<file path="config.mk">
export PLATFORM = sky130hd
export DESIGN_NAME = ffsa_cell
export DESIGN_NICKNAME = d
export VERILOG_FILES = /design/src/rtl/core/ffsa_pkg.sv /design/src/rtl/core/ffsa_cell.sv
export SDC_FILE = /design/constraint.sdc
export NUM_CORES = 1
export LEC_CHECK = 0
export BUFFER_PORTS_ARGS = -buffer_cell sky130_fd_sc_hd__buf_2
export CAP_MARGIN = 15
export CORE_AREA = 5 5 102 104
export DETAILED_ROUTE_END_ITERATION = 8
export DIE_AREA = 0 0 107 109
export PLACE_DENSITY = 0.77
export SLEW_MARGIN = 10
export SYNTH_ARGS = -nofsm -noshare
export SYNTH_HDL_FRONTEND = slang
export SYNTH_SLANG_ARGS = --single-unit
</file>
<file path="constraint.sdc">
create_clock -name aclk -period 3.25 [get_ports aclk]
set_clock_uncertainty 0.2 [all_clocks]
set_input_delay 0 -clock aclk [delete_from_list [all_inputs] [get_ports aclk]]
set_output_delay 0 -clock aclk [all_outputs]
set_load 0.01 [all_outputs]
</file>
<file path="src/rtl/core/ffsa_pkg.sv">
// Shared types and constants for the first-fit segment allocator.
// No dependencies; imported by the cell, fit pipeline and top level.
package ffsa_pkg;

    localparam int ADDR_W = 32;
    // Wide enough for an aligned start plus padding plus a request without wrap
    localparam int EXT_W  = 35;
    localparam int FIT_LAT = 4;

    localparam logic [ADDR_W-1:0] RESET_PAGE_SIZE = 32'd67108864;

    localparam logic CMD_ALLOC = 1'b0;
    localparam logic CMD_FREE  = 1'b1;

    localparam logic [2:0] ST_OK          = 3'd0;
    localparam logic [2:0] ST_TOO_LARGE   = 3'd1;
    localparam logic [2:0] ST_NO_FIT      = 3'd2;
    localparam logic [2:0] ST_TABLE_FULL  = 3'd3;
    localparam logic [2:0] ST_UNKNOWN_SEG = 3'd4;

    localparam logic [1:0] REG_PAGE_SIZE = 2'd0;
    localparam logic [1:0] REG_GRAN_LOG2 = 2'd1;

    typedef struct packed {
        logic [ADDR_W-1:0] start;
        logic [ADDR_W-1:0] len;
        logic              used;
    } seg_t;

    typedef enum logic [2:0] {
        OP_HOLD,
        OP_ROT,
        OP_WRITE,
        OP_INSERT,
        OP_DELETE
    } cell_op_t;

    typedef struct packed {
        cell_op_t code;
        seg_t     data;
    } cell_cmd_t;

endpackage

</file>
<file path="src/rtl/core/ffsa_cell.sv">
// One table cell: holds a single segment entry and moves it to or from
// its neighbors on rotate, insert and delete. Depends on ffsa_pkg.
module ffsa_cell #(
    parameter int MAX_SEGS = 64,
    parameter int IDX      = 0
) (
    input  logic                        aclk,
    input  logic                        aresetn,
    input  ffsa_pkg::cell_cmd_t         cmd,
    input  logic [$clog2(MAX_SEGS)-1:0] cmd_idx,
    input  ffsa_pkg::seg_t              left,
    input  ffsa_pkg::seg_t              right,
    output ffsa_pkg::seg_t              ent
);
    import ffsa_pkg::*;

    localparam int IDX_W = $clog2(MAX_SEGS);
    localparam logic [IDX_W-1:0] MY_IDX = IDX_W'(IDX);

    seg_t ent_reg;
    seg_t ent_next;

    always_comb begin
        ent_next = ent_reg;
        case (cmd.code)
            OP_ROT: begin
                ent_next = right;
            end
            OP_WRITE: begin
                if (MY_IDX == cmd_idx) ent_next = cmd.data;
            end
            OP_INSERT: begin
                if (MY_IDX > cmd_idx) ent_next = left;
                else if (MY_IDX == cmd_idx) ent_next = cmd.data;
            end
            OP_DELETE: begin
                if (MY_IDX >= cmd_idx) ent_next = right;
            end
            default: begin
                ent_next = ent_reg;
            end
        endcase
    end

    always_ff @(posedge aclk) begin
        if (!aresetn) begin
            ent_reg <= '{start: '0, len: RESET_PAGE_SIZE, used: 1'b0};
        end else begin
            ent_reg <= ent_next;
        end
    end

    assign ent = ent_reg;

endmodule

</file>
==> results.md <==
* Final ANT Viol Nets at 0
* DR iter-0 viols at 382
* Synthesis-to-finish area growth at 70.1%
* Via count at 5012
* Register area share after synthesis at 36.7%
* RSZ-0062 raised after global routing: no
* Crit. End Element: flop
* Most frequent cells in the layout: buf_2, dlygate4sd3_1, a31oi_1, nor2_1, dfxtp_1
* Max reg flops at 65
* Crit-path max FO at 65
* First-pass GRT wire length at 23100 µm
* Die X at 107 µm
* Via density at 5.73
* CTS tree: yes
* Max Freq at 458 MHz
* LEAKAGE at 2.74 nW
* Height of the chip at 109 µm
* # DRC at 0
* Seq. cell area at 0.00130 mm²
* Worst slew pin tran at between 700 and 800 ps
* DR top layer: met4
* Slew Limit Headroom at between 40% and 50%
* Arrival @ worst endpoint at 2250 ps
* Nets at 962
* Dpl cells at 728
* Total core area at 0.00946 mm²
* Layout cells sized above 1 at 31.0%
* Final Slew Violations at 0
* Initial Util at 37.5%
* Vias in the first global route at ~4.9k
* H-tree Lvls at 3
* Maximum Capacitance Violations at 0
* CTS clk-pin slew, worst paths at 60 ps
* Worst IR Drop VDD at between 0.00015 and 0.0002 V
* CP max-delay cell: buf_4
* Cts bufs inserted at 9
* Fillers at 769
* WL met1 at 6060 µm
* Crit-path cells: buf_2 -> nor4_4 -> buf_4 -> a31oi_1 -> a21oi_1 -> dlygate4sd3_1 -> a22o_1
* Worst endpoint required time at 3310 ps
* Worst path max stage delay at 650 ps
* #FFs+latches synth at 65
* Total GRT Usage at between 20% and 30%
* Clock sinks at between 60 and 70
* DR WL met2 at 7700 µm
* Status: finished clean
* Pin count of the biggest net entering global routing at 66
* Final worst path period share at 67.2%
* Hold Path Class: flop to flop
* Hold Vio Cnt, Final at 0
* Post-Syn Area per Cell at 7.74 µm²
* Setup TNS at 0 ps
* Final Non-Filler Cells at 874
* Distinct cell type count after synthesis at 21
* Rows at 36
* WL/cell at 17.4 µm
* # port buffers at 205
* RD Place Congestion at around 0.73
* Critical path's top delay family: buffers and inverters
* Die area at 0.0117 mm²
* Final setup violation count at 0
* Clk_lat worst skew at 320 ps
* Syn Inst Count at 458
* DR WL met3 at 1060 µm
* Async SR Flop Fraction at 0%
* WP buf/inv at 3
* WS Path Type: input pin to flop
* Mapped Nets at 664
* Antenna violations before repair at 0
* Hpwl dp at 8240 µm
* Mapped Area at ~0.0035 mm²
* Startpoint Class: input pin
* CTS max path bufs at 2
* Most common cell after layout, fill and taps aside: buf_2
* DRT Pass-1 Iters at 6
* Post-synth EDFFs at 0
* Ys Warns at 0
* PD cells at 363 mW/mm²
* Total wire length at 15200 µm
* Min Tclk post-route at 2190 ps
* I/O pins at 271
* CTS root buf: clkbuf_8
* Area of the multi-input gates at 0.00199 mm²
* Synth Flop Type: dfxtp_1
* CTS resizes at 0
* GRT overflow at 0
-- metrics by stage --
step	setup WS (ps)	hold WS, ps	instance area (µm²)	total power [mW]	util, %
after global routing	947	321	6030	2.30	63.8
after CTS	1120	303	6010	2.18	63.6
after floorplan	1770	-128	3550	1.16	-
final	1060	302	6030	2.19	63.8
after detailed placement	1130	4.28	4530	1.36	47.9
after global placement	1160	-5.73	4530	1.35	47.9
-- final cells by class --
cell class	count	area share [%]
Timing Repair Buffer	343	40.0
Sequential cell	65	21.6
Tap cell	114	2.36
Clock inverter	3	0.705
Clock buffer	11	2.34
Multi-Input combinational cell	337	33.0
Antenna cell	1	0.0415
-- worst register-to-register path, stage by stage, from the launching register on --
cell	delay, ps
dfxtp_1	360
o21ai_0	90
a311o_1	330
nand3_1	70
dlygate4sd3_1	530
-- metal layers --
layer | vias to the layer above | GRT usage, %
met5 | - | 0
met4 | 0 | 9.68
met3 | 37 | 4.09
met2 | 296 | 44.7
met1 | 2353 | 27.5
li1 | 2326 | -
-- timing repair --
| item | CTS | global route |
|---|---|---|
| hold buffers | 130 | 0 |
| setup endpoints to repair | 0 | 0 |
| setup buffers | 0 | 0 |
| hold endpoints to repair | 65 | 0 |
-- report_power, final --
| part | internal [mW] | leakage, nW | switching [mW] |
|---|---|---|---|
| Sequential | 0.853 | 0.534 | 0.0434 |
| Combinational | 0.345 | 2.11 | 0.290 |
| Clock | 0.366 | 0.0913 | 0.293 |
| Total | 1.56 | 2.74 | 0.627 |
-- synthesized netlist by cell type (2+ instances only) --
master    instances  area share (%)
nor2_1           66             7.0
dfxtp_1          65              37
a31oi_1          65              11
nor2b_1           2            0.35
o21ai_0          15             2.1
a22o_1           64              16
o21ai_1          50             7.1
nand3_1           9             1.3
buf_6             6             1.9
buf_2            20             2.8
clkbuf_1         30             3.2
a21oi_1          57             8.0
-- worst paths after layout --
kind | start | end | slack [ps] | cells past startpoint
worst min-delay path | ent[12] | ent[12] | 300 | 1
worst min register to register | ent[12] | ent[12] | 300 | 1
worst max register to register | ent[27] | ent[27] | 1600 | 4
worst max-delay path | cmd_idx[0] | ent[3] | 1060 | 7
-- kinds of logic after synthesis --
| kind of cell | after synthesis | synth area share [%] |
|---|---|---|
| AO/OA/AOI/OAI | 253 | 45.0 |
| buffers and inverters | 56 | 7.90 |
| flip-flops | 65 | 36.7 |
| AND/OR/NAND/NOR | 84 | 10.4 |
(Power assumes the default switching activity.)
