### src/rtl/core/ffsa_pkg.sv
// Shared types and constants for the first-fit segment allocator.
// No dependencies; imported by the cell, fit pipeline and top level.
package ffsa_pkg;

    localparam int ADDR_W = 32;
    // Wide enough for an aligned start plus padding plus a request without wrap
    localparam int EXT_W  = 35;
    localparam int FIT_LAT = 4;

    localparam logic [ADDR_W-1:0] RESET_PAGE_SIZE = 32'd67108864;

    localparam logic CMD_ALLOC = 1'b0;
    localparam logic CMD_FREE  = 1'b1;

    localparam logic [2:0] ST_OK          = 3'd0;
    localparam logic [2:0] ST_TOO_LARGE   = 3'd1;
    localparam logic [2:0] ST_NO_FIT      = 3'd2;
    localparam logic [2:0] ST_TABLE_FULL  = 3'd3;
    localparam logic [2:0] ST_UNKNOWN_SEG = 3'd4;

    localparam logic [1:0] REG_PAGE_SIZE = 2'd0;
    localparam logic [1:0] REG_GRAN_LOG2 = 2'd1;

    typedef struct packed {
        logic [ADDR_W-1:0] start;
        logic [ADDR_W-1:0] len;
        logic              used;
    } seg_t;

    typedef enum logic [2:0] {
        OP_HOLD,
        OP_ROT,
        OP_WRITE,
        OP_INSERT,
        OP_DELETE
    } cell_op_t;

    typedef struct packed {
        cell_op_t code;
        seg_t     data;
    } cell_cmd_t;

endpackage

### src/rtl/core/ffsa_fit.sv
// Four-stage fit check applied to the segment at the head of the ring: alignment,
// granule bump, last byte and padding, then granule skip and length test. Depends on ffsa_pkg.
module ffsa_fit #(
    parameter int IDX_W = 6
) (
    input  logic                  aclk,
    input  logic                  aresetn,
    input  logic                  in_vld,
    input  logic [IDX_W-1:0]      in_idx,
    input  ffsa_pkg::seg_t        cur,
    input  ffsa_pkg::seg_t        prev,
    input  logic [31:0]           next_start,
    input  logic                  has_prev,
    input  logic                  has_next,
    input  logic [31:0]           size,
    input  logic [4:0]            align_log2,
    input  logic [4:0]            gran_log2,
    output logic                  hit,
    output logic [IDX_W-1:0]      hit_idx,
    output logic [31:0]           hit_offset,
    output logic [31:0]           hit_start,
    output logic [31:0]           hit_len,
    output logic [31:0]           hit_total
);
    import ffsa_pkg::*;

    logic [EXT_W-1:0] amask;
    logic [EXT_W-1:0] gmask;
    logic             gran_on;
    logic [EXT_W-1:0] size_x;

    assign amask   = (EXT_W'(1) << align_log2) - EXT_W'(1);
    assign gmask   = (EXT_W'(1) << gran_log2) - EXT_W'(1);
    assign gran_on = (gran_log2 != 5'd0);
    assign size_x  = EXT_W'(size);

    // stage 1: align start, end of previous segment
    logic             s1_cand_reg, s1_cand_next;
    logic [IDX_W-1:0] s1_idx_reg;
    logic [31:0]      s1_start_reg, s1_len_reg, s1_next_start_reg;
    logic [EXT_W-1:0] s1_p_reg, s1_p_next;
    logic [EXT_W-1:0] s1_prev_end_reg, s1_prev_end_next;
    logic             s1_has_prev_reg, s1_has_next_reg;

    assign s1_cand_next     = in_vld && !cur.used && (cur.len >= size);
    assign s1_p_next        = (EXT_W'(cur.start) + amask) & ~amask;
    assign s1_prev_end_next = EXT_W'(prev.start) + EXT_W'(prev.len) - EXT_W'(1);

    // stage 2: bump to the next granule
    logic             s2_cand_reg;
    logic [IDX_W-1:0] s2_idx_reg;
    logic [31:0]      s2_start_reg, s2_len_reg, s2_next_start_reg;
    logic [EXT_W-1:0] s2_p_reg, s2_p_next;
    logic             s2_has_next_reg;
    logic             bump;

    assign bump = gran_on && s1_has_prev_reg &&
                  ((s1_prev_end_reg & ~gmask) >= (s1_p_reg & ~gmask));
    assign s2_p_next = bump ? ((s1_p_reg + gmask) & ~gmask) : s1_p_reg;

    // stage 3: last byte and padding
    logic             s3_cand_reg;
    logic [IDX_W-1:0] s3_idx_reg;
    logic [31:0]      s3_start_reg, s3_len_reg, s3_next_start_reg;
    logic [EXT_W-1:0] s3_p_reg;
    logic [EXT_W-1:0] s3_end_reg, s3_end_next;
    logic [EXT_W-1:0] s3_pad_reg, s3_pad_next;
    logic             s3_has_next_reg;

    assign s3_end_next = s2_p_reg + size_x - EXT_W'(1);
    assign s3_pad_next = s2_p_reg - EXT_W'(s2_start_reg);

    // stage 4: skip test and length test
    logic             skip;
    logic [EXT_W-1:0] total_x;
    logic             hit_reg, hit_next;
    logic [IDX_W-1:0] hit_idx_reg;
    logic [31:0]      hit_offset_reg, hit_start_reg, hit_len_reg, hit_total_reg;

    assign skip = gran_on && s3_has_next_reg &&
                  ((s3_end_reg & ~gmask) >= (EXT_W'(s3_next_start_reg) & ~gmask));
    assign total_x  = s3_pad_reg + size_x;
    assign hit_next = s3_cand_reg && !skip && (EXT_W'(s3_len_reg) >= total_x);

    always_ff @(posedge aclk) begin
        if (!aresetn) begin
            s1_cand_reg <= 1'b0;
            s2_cand_reg <= 1'b0;
            s3_cand_reg <= 1'b0;
            hit_reg     <= 1'b0;
        end else begin
            s1_cand_reg <= s1_cand_next;
            s2_cand_reg <= s1_cand_reg;
            s3_cand_reg <= s2_cand_reg;
            hit_reg     <= hit_next;
        end
    end

    always_ff @(posedge aclk) begin
        s1_idx_reg        <= in_idx;
        s1_start_reg      <= cur.start;
        s1_len_reg        <= cur.len;
        s1_next_start_reg <= next_start;
        s1_p_reg          <= s1_p_next;
        s1_prev_end_reg   <= s1_prev_end_next;
        s1_has_prev_reg   <= has_prev;
        s1_has_next_reg   <= has_next;

        s2_idx_reg        <= s1_idx_reg;
        s2_start_reg      <= s1_start_reg;
        s2_len_reg        <= s1_len_reg;
        s2_next_start_reg <= s1_next_start_reg;
        s2_p_reg          <= s2_p_next;
        s2_has_next_reg   <= s1_has_next_reg;

        s3_idx_reg        <= s2_idx_reg;
        s3_start_reg      <= s2_start_reg;
        s3_len_reg        <= s2_len_reg;
        s3_next_start_reg <= s2_next_start_reg;
        s3_p_reg          <= s2_p_reg;
        s3_end_reg        <= s3_end_next;
        s3_pad_reg        <= s3_pad_next;
        s3_has_next_reg   <= s2_has_next_reg;

        hit_idx_reg       <= s3_idx_reg;
        hit_offset_reg    <= s3_p_reg[31:0];
        hit_start_reg     <= s3_start_reg;
        hit_len_reg       <= s3_len_reg;
        hit_total_reg     <= total_x[31:0];
    end

    assign hit        = hit_reg;
    assign hit_idx    = hit_idx_reg;
    assign hit_offset = hit_offset_reg;
    assign hit_start  = hit_start_reg;
    assign hit_len    = hit_len_reg;
    assign hit_total  = hit_total_reg;

endmodule

### config.mk
export PLATFORM = sky130hd
export DESIGN_NAME = ffsa_fit
export DESIGN_NICKNAME = d
export VERILOG_FILES = /design/src/rtl/core/ffsa_pkg.sv /design/src/rtl/core/ffsa_fit.sv
export SDC_FILE = /design/constraint.sdc
export NUM_CORES = 1
export LEC_CHECK = 0
export BUFFER_PORTS_ARGS = -buffer_cell sky130_fd_sc_hd__buf_2
export CAP_MARGIN = 20
export CELL_PAD_IN_SITES_DETAIL_PLACEMENT = 1
export CELL_PAD_IN_SITES_GLOBAL_PLACEMENT = 1
export CORE_UTILIZATION = 45
export DETAILED_ROUTE_END_ITERATION = 10
export PLACE_DENSITY = 0.86
export SLEW_MARGIN = 20
export SYNTH_ARGS = -nofsm -noshare
export SYNTH_HDL_FRONTEND = slang
export SYNTH_SLANG_ARGS = --single-unit
### constraint.sdc
create_clock -name aclk -period 12.56 [get_ports aclk]
set_clock_uncertainty 0.1 [all_clocks]
set_input_delay 1.256 -clock aclk [delete_from_list [all_inputs] [get_ports aclk]]
set_output_delay 1.256 -clock aclk [all_outputs]
set_load 0.02 [all_outputs]
==> reports/results.tsv <==
stage	metric	value	unit
synthesis	synth_common_cells	654 x dfxtp_1, 458 x inv_1, 423 x ha_1	
placed_design	preCtsSetupSlack	4.792	ns
timing	finalSetupViolations	0	
synthesis	netlist.top_cell.by_area	dfxtp_1	
routing	postRouteAntennaNets	0	
global_route	grt_usage	0.2769	
synthesis	syn-mean-instance-area	9.470	µm²
finish	filler_instances	7545	
global_route	grt_first_pass_wirelength	144300	µm
synthesis	netlist_area	29950	µm²
finish	layout.nets	4196	
floorplanning	die_x	260.0	µm
global_route	grt_overflow	0	
setup_path	crit_arrival	7.56	ns
power_and_ir_drop	design_power_total	7.451	mW
timing	fin_crit	7.140	ns
routing	drt-vias-per-instance	5.380	
routing	dr.first_iter.drc_count	1051	
clock_network	ctsResizeCount	0	
synthesis	postSynthCellCount	3163	
clock_network	cts-buffers-inserted	70	
clock_network	clkTransAtPathRegs	0.06	ns
outcome	run_status	complete, no violations	
routing	detailroute.via_count	24110	
placed_design	cells_after_dpl	4344	
timing	setup_ws	5.420	ns
timing	rsz0062_at_grt	no	
finish	fraction_of_final_layout_cells_sized_beyond_drive_strength_1	0.1372	
clock_network	clock_sinks	654	
floorplanning	die_h	260.0	µm
clock_network	post-cts-setup-buffers	0	
setup_path	kind_of_end_point_of_the_critical_path	flop	
placed_design	dpl.hpwl	72350	µm
floorplanning	core.rowCount	94	
finish	syn2layout_area_growth	17.60	%
clock_network	ctsHoldBuffers	0	
global_route	grt_max_degree	69	
setup_path	crit_path_max_fanout	24	
routing	wirelength	94330	µm
synthesis	synthesis.yosys.warnings	0	
power_and_ir_drop	reported_leakage_power	17.34	nW
timing	max_clock_freq	140.1	MHz
floorplanning	design.core.area	65860	µm²
worst_hold_path	classification_of_the_worst_slack_hold_path	reg -> reg	
synthesis	ys_seq_elements	654	
synthesis	synth_edf_count	0	
setup_path	req_time_crit_path	12.98	ns
finish	final_cell_area	35230	µm²
timing	report.final.slew_viol_count	0	
synthesis	yosys-top-cells-area	dfxtp_1 44%, ha_1 18%, inv_1 5.7%	
synthesis	synth_top_area_share	0.4371	
clock_network	tritoncts_clock_tree	built	
timing	slew_at_the_pin_with_the_worst_max_slew_slack	1.100	ns
setup_path	start_kind	input pin	
timing	worst_slew_margin_rel	0.2479	
placed_design	routabilityCongestion	0.9454	
power_and_ir_drop	p_per_area	211.5	nW/µm²
routing	route.detailed.drc	0	
timing	totalNegativeSetupSlack	0	ns
clock_network	cts.htree.levels	3	
global_route	grt_antenna_before_repair	14	
synthesis	synthMostInstantiatedCell	dfxtp_1	
synthesis	share_of_async_settable_or_async_resettable_flops_after_synthesis	0	
floorplanning	fp.dieArea	67600	µm²
floorplanning	initial_core_util	0.4548	
placed_design	buffer_ports.inserted	348	
placed_design	postPlaceCellArea	32680	µm²
clock_network	cts_root_buf	clkbuf_16	
clock_network	clock_tree.buffer_depth	3	
clock_network	clock_insertion_delay_worst_skew	0.64	ns
timing	min_period_over_period	0.5685	
synthesis	synth_ff_type	dfxtp_1	
flow_run	maxCapViolCount	0	
synthesis	ys_seq_area_frac	0.4371	
timing	hold_violations	0	
routing	length_of_the_first_detailed_routing_pass_in_iterations	5	
finish	finish.utilization	0.5348	
power_and_ir_drop	vdd_drop_max	0.1060	mV
timing	whs	0.2179	ns
floorplanning	pin_count	350	
finish	final_cell_count_no_fill	4481	
setup_path	setup.worst_path.class	in -> reg	
synthesis	netlist-cell-type-count	75	
global_route	first_global_vias	25830	
routing	route.detailed.wl_per_inst	21.05	µm
==> worst max-delay path, stage by stage <==
cell and delay, ns:
buf_2 0.23, or3_1 0.52, nor3_1 0.24, inv_1 0.19, ha_1 0.37, inv_1 0.41
nor2_1 0.23, nand2_1 0.18, inv_1 0.21, a21oi_1 0.53, and2_1 0.22, ha_1 0.25
a21o_1 0.16, a21oi_1 0.16, o221ai_1 0.19, a221o_1 0.40, a2111oi_0 0.97, o41ai_1 0.20
and3_1 0.33, nor4_1 0.28
==> path summary, 6_finish.rpt <==
path | from | end | slack, ns | depth (start not counted)
setup / recovery | gran_log2[3] | hit | 5.42 | 20
hold / removal | s1_len_reg[26] | s2_len_reg[26] | 0.22 | 0
setup reg to reg | s3_pad_reg[1] | hit | 7.39 | 18
hold reg to reg | s1_len_reg[26] | s2_len_reg[26] | 0.22 | 0
==> where the power goes <==
part	switching (mW)	leakage (nW)	internal [mW]
combinational	1.56	10.6	1.01
sequential	0.191	5.50	2.44
clock	0.919	1.21	1.33
==> cells by family after synthesis <==
| group | synth area share |
|---|---|
| AND/OR/NAND/NOR | 0.1204 |
| AO/OA/AOI/OAI | 0.1486 |
| flip-flops | 0.4371 |
| buffers and inverters | 0.06291 |
| adder cells (fa/ha/maj) | 0.1807 |
| XOR/XNOR | 0.04825 |
| multiplexers | 0.001754 |
| other | 0.0002507 |
==> layout by cell type, fill, tap and decap left out, types with 9 or more instances in the layout <==
| cell | Yosys | final |
|---|---|---|
| o211ai_1 | 10 | 10 |
| bufinv_16 | 0 | 12 |
| nand2_1 | 173 | 173 |
| inv_1 | 458 | 458 |
| a21oi_1 | 189 | 189 |
| xnor2_1 | 116 | 116 |
| nor2b_1 | 41 | 41 |
| clkinv_2 | 0 | 11 |
| o22ai_1 | 9 | 9 |
| o31ai_1 | 39 | 39 |
| and2_1 | 72 | 72 |
| nand4_1 | 27 | 27 |
| clkinvlp_4 | 0 | 9 |
| nor4_1 | 13 | 13 |
| a221oi_1 | 11 | 11 |
| nand2b_1 | 46 | 46 |
| nand3_1 | 37 | 37 |
| diode_2 | 0 | 10 |
| o21ai_0 | 110 | 110 |
| and4_1 | 10 | 10 |
| nor2_1 | 196 | 196 |
| o21bai_1 | 27 | 27 |
| buf_2 | 0 | 348 |
| clkbuf_16 | 0 | 70 |
| ha_1 | 423 | 423 |
| nor3_1 | 52 | 52 |
| or3_1 | 13 | 13 |
| o21ai_1 | 16 | 16 |
| xor2_1 | 49 | 49 |
| a31oi_1 | 21 | 21 |
| o21a_1 | 30 | 30 |
| a21o_1 | 103 | 103 |
| or2_2 | 10 | 10 |
| and3_1 | 23 | 23 |
| a211oi_1 | 24 | 24 |
| dfxtp_1 | 654 | 654 |
==> routing by layer <==
layer,GRT usage,share of wire
met1,0.3234,0.41
met5,0,0.00078
met3,0.03947,0.046
met4,0.1567,0.055
met2,0.4837,0.48
==> final cells by class <==
cell class	instances	area (µm²)	share of cell area
clock inverters	43	659.4	0.01872
inverters	458	1719	0.04880
clock buffers	84	1864	0.05293
flip-flops and latches	654	13090	0.3717
diodes	10	25.02	0.0007104
well taps	864	1081	0.03069
repair buffers	352	1772	0.05030
multi-input cells	2016	15010	0.4262
Note: power is estimated with default switching activity, not from simulation.
